==> config.mk <==
export PLATFORM = sky130hd
export DESIGN_NAME = u6502x_ram
export DESIGN_NICKNAME = d
export VERILOG_FILES = /design/src/rtl/u6502x_ram.sv
export SDC_FILE = /design/constraint.sdc
export NUM_CORES = 2
export LEC_CHECK = 0
export BUFFER_PORTS_ARGS = -buffer_cell sky130_fd_sc_hd__buf_2
export CAP_MARGIN = 5
export CORE_MARGIN = 3
export CORE_UTILIZATION = 35
export CTS_BUF_LIST = sky130_fd_sc_hd__clkbuf_8
export DETAILED_ROUTE_END_ITERATION = 7
export RECOVER_POWER = 25
export SYNTH_ARGS = -nofsm -noshare
export SYNTH_HDL_FRONTEND = slang
export SYNTH_SLANG_ARGS = --single-unit
==> constraint.sdc <==
create_clock -name clk_i -period 2.9 [get_ports clk_i]
set_input_delay 0.29 -clock clk_i [delete_from_list [all_inputs] [get_ports clk_i]]
set_output_delay 0.29 -clock clk_i [all_outputs]
set_load 0.005 [all_outputs]
==> src/rtl/u6502x_ram.sv <==
// ----------------------------------------------------------------------------
// Generic single-port RAM
// One address per cycle, written when enabled and always read; read data is registered.
// ----------------------------------------------------------------------------
module u6502x_ram #(
  parameter int Width = 8,
  parameter int Depth = 256
) (
  input  logic                     clk_i,
  input  logic                     we_i,
  input  logic [$clog2(Depth)-1:0] addr_i,
  input  logic [Width-1:0]         wdata_i,
  output logic [Width-1:0]         rdata_o
);

  logic [Width-1:0] mem_q [Depth];

  always_ff @(posedge clk_i) begin
    if (we_i) begin
      mem_q[addr_i] <= wdata_i;
    end
    rdata_o <= mem_q[addr_i];
  end

endmodule

==> flow_metrics.py <==
metrics = {
    "power": {
        "pwr_density_cell_nw_per_um2": 634,
        "p_total_w": 0.0585,
        "ir_worst_vdd_v": 0.000507,
        "leakagePower_nw": 29.2,
    },
    "drt": {
        "drt_pass1_iterations": 6,
        "drc": 0,
        "drtIter0Drc": 4330,
        "dr_total_vias": 39400,
        "wl_per_cell_um": 26.5,
        "antenna_left": 0,
        "vias_per_cell": 5.30,
        "wl_um": 197000,
    },
    "floorplan": {
        "die_y_um": 480,
        "pin_count": 26,
        "start_util_pct": 35.2,
        "dieArea_sq_um": 230000,
        "rows": 173,
        "die_x_um": 480,
        "core_sq_um": 223000,
    },
    "clocking": {
        "cts_buffer_depth": 4,
        "cts_buffers": 346,
        "cts_max_level": 5,
        "root_buffer": "clkbuf_8",
        "postCtsSetupBuffers": 0,
        "cts_tree": "done",
        "cts.clk_slew.worst_paths_ns": 0.06,
        "clock_latency_ns": 1.03,
        "cts_sinks": 2056,
    },
    "logic_synthesis": {
        "synth_seq_cells": 2056,
        "syn_area_sq_um": 78500,
        "ys_seq_area_share_pct": 78.6,
        "syn_nets": 3565,
        "synthCells": 3547,
        "synthDistinctLibCells": 22,
        "yosysWarnings": 0,
        "avgSynthCellArea_sq_um": 22.1,
    },
    "sta": {
        "finClkSkew_ns": 0.0912,
        "max_slew_margin_pct": -67.5,
        "rsz0062_at_grt": "no",
        "slew_violations": 449,
        "fin_crit_sh_pct": 95.3,
        "hold_viol": 0,
        "tightest_slew_ns": 2.51,
        "timing.fmax_mhz": 362,
        "period_needed_ns": 2.76,
        "holdWs_ns": 0.165,
        "setup_viol": 0,
    },
    "status": {
        "violations": "max-capacitance violations, max-slew violations",
        "status": "finished, violations left",
    },
    "grt": {
        "grt_pass1_wl_um": 286000,
        "gr-usage-met3_pct": 4.43,
        "first_global_vias": 40700,
        "met2_usage_pct": 27.4,
        "use_met1_pct": 22.5,
        "grt_max_degree": 116,
        "track_usage_pct": 17.0,
        "grt_overflow": 0,
        "grt.busiest_layer": "met2",
        "antenna_found_initial": 6,
    },
    "worst_setup_path": {
        "end_kind": "flop",
        "reg2reg_slack_ns": 0.14,
        "endpoint": "rdata_o[4]",
        "worstPathArrival_ns": 3.63,
        "worstSetupStartpointType": "flop",
        "crit_required_ns": 3.76,
        "worstReg2RegEnd": "rdata_o[4]",
        "cp_max_fo": 1,
        "reg2reg_from": "mem_q[47][4]",
        "reg2reg_depth": 5,
        "path_class": "flop to flop",
        "crit_path_start": "mem_q[47][4]",
    },
    "placed_design": {
        "gp_congestion": 0.800,
        "dpl.cell_count": 6841,
        "hpwl_um": 120000,
        "io_buffers": 25,
    },
    "final_layout": {
        "area_delta_synth_final_pct": 17.4,
        "stdcell_count": 7434,
        "drive_gt1_share_pct": 33.0,
        "final_nets": 4244,
    },
    "flow_run": {
        "cap_violations": 7,
    },
    "worst_hold_path": {
        "hold_path_class": "primary input to flop",
    },
}
## cells in the final DEF, fill, tap and decap left out, types with 3 or more instances in the layout
cell type / n
clkinv_2: 30
nor2_1: 231
buf_2: 15
inv_1: 93
nor3_1: 30
nand3_1: 11
diode_2: 3
o41ai_1: 30
inv_6: 4
nand2_1: 27
clkinvlp_4: 4
clkbuf_2: 6
nand2b_1: 4
a21oi_1: 128
buf_4: 447
clkinv_1: 87
edfxtp_1: 2048
mux4_2: 512
clkbuf_8: 359
dfxtp_1: 8
nand4_1: 8
a22oi_1: 256
dlygate4sd3_1: 12
clkbuf_4: 3
nor2b_1: 5
clkbuf_1: 4
buf_12: 72
## where the power goes
| group | leakage, nW | internal (W) | switching (W) | total [W] |
|---|---|---|---|---|
| registers | 18.5 | 0.0328 | 0.0000580 | 0.0328 |
| logic | 7.34 | 0.00114 | 0.00184 | 0.00298 |
| clock network | 3.37 | 0.0115 | 0.0111 | 0.0227 |
## cell usage after synthesis
cell	n	area share (%)
buf_4	16	0.15
and2_1	3	0.024
nor3_1	30	0.19
edfxtp_1	2048	78
inv_1	1	0.0048
nand2b_1	6	0.048
nand4_1	8	0.064
a21oi_1	128	0.82
o41ai_1	32	0.36
nand2_1	28	0.13
buf_2	36	0.23
nor2b_1	7	0.056
buf_6	16	0.23
mux4_2	512	15
nand3_1	13	0.083
or2_2	2	0.016
buf_1	19	0.091
or3_1	1	0.0080
clkbuf_1	145	0.69
a22oi_1	256	2.4
dfxtp_1	8	0.20
nor2_1	232	1.1
## area by class of cell
cell class | count | area [sq um]
multi-input combinational | 1258 | 15800
clock inverter | 219 | 947
fill | 19300 | 131000
timing repair buffer | 563 | 5110
tap | 2975 | 3720
clock buffer | 359 | 4940
sequential | 2056 | 61700
antenna | 3 | 7.51
inverter | 1 | 3.75
## stage by stage
stage | instance area [sq um] | TNS (ns) | utilization, % | worst slack, ns
after global placement | 86300 | -2.26 | 38.7 | -0.772
final | 92200 | 0 | 41.4 | 0.136
after floorplan | 78500 | 0 | - | 0.391
after detailed placement | 86300 | -2.21 | 38.7 | -0.771
after global routing | 92200 | 0 | 41.4 | 0.115
after CTS | 92300 | 0 | 41.4 | 0.0890
## critical path: stages, from the launching register on
cell,delay (ns)
edfxtp_1,0.36
mux4_2,0.52
a22oi_1,0.29
a21oi_1,0.21
o41ai_1,1.09
nand4_1,0.15
## worst min-delay path by stage
stage | start | end | slack, ns | cells past startpoint
after CTS | addr_i[7] | rdata_o[4] | 0.006 | 6
after global placement | wdata_i[5] | mem_q[202][5] | 0.71 | 1
after detailed placement | wdata_i[5] | mem_q[201][5] | 0.72 | 1
final | addr_i[7] | rdata_o[4] | 0.17 | 6
after global routing | addr_i[7] | rdata_o[4] | 0.09 | 6
after floorplan | wdata_i[0] | mem_q[0][0] | 0.39 | 0
## routing by layer
layer  up-vias  share of wire, %
met4         6               3.2
met3       350               8.3
met5         -             0.021
met1     20900                40
li1      16500                 -
met2      1652                49
## state kept, by name, summed over array words and instances, names as in the netlist
register	flops
rdata_o	8
mem_q	2048
## what timing repair did
action | 4_1_cts | 5_1_grt
gates resized for setup | 0 | 1
endpoints found under the setup margin | 0 | 1
hold buffers | 12 | 0
hold endpoints to repair | 1586 | 0
## cell families after synthesis
logic type      share of synthesized area [%]
flops                                    78.6
mux                                      14.7
compound gates                           3.62
simple gates                             1.73
buf+inv                                  1.40
Note: power is estimated with default switching activity, not from simulation.
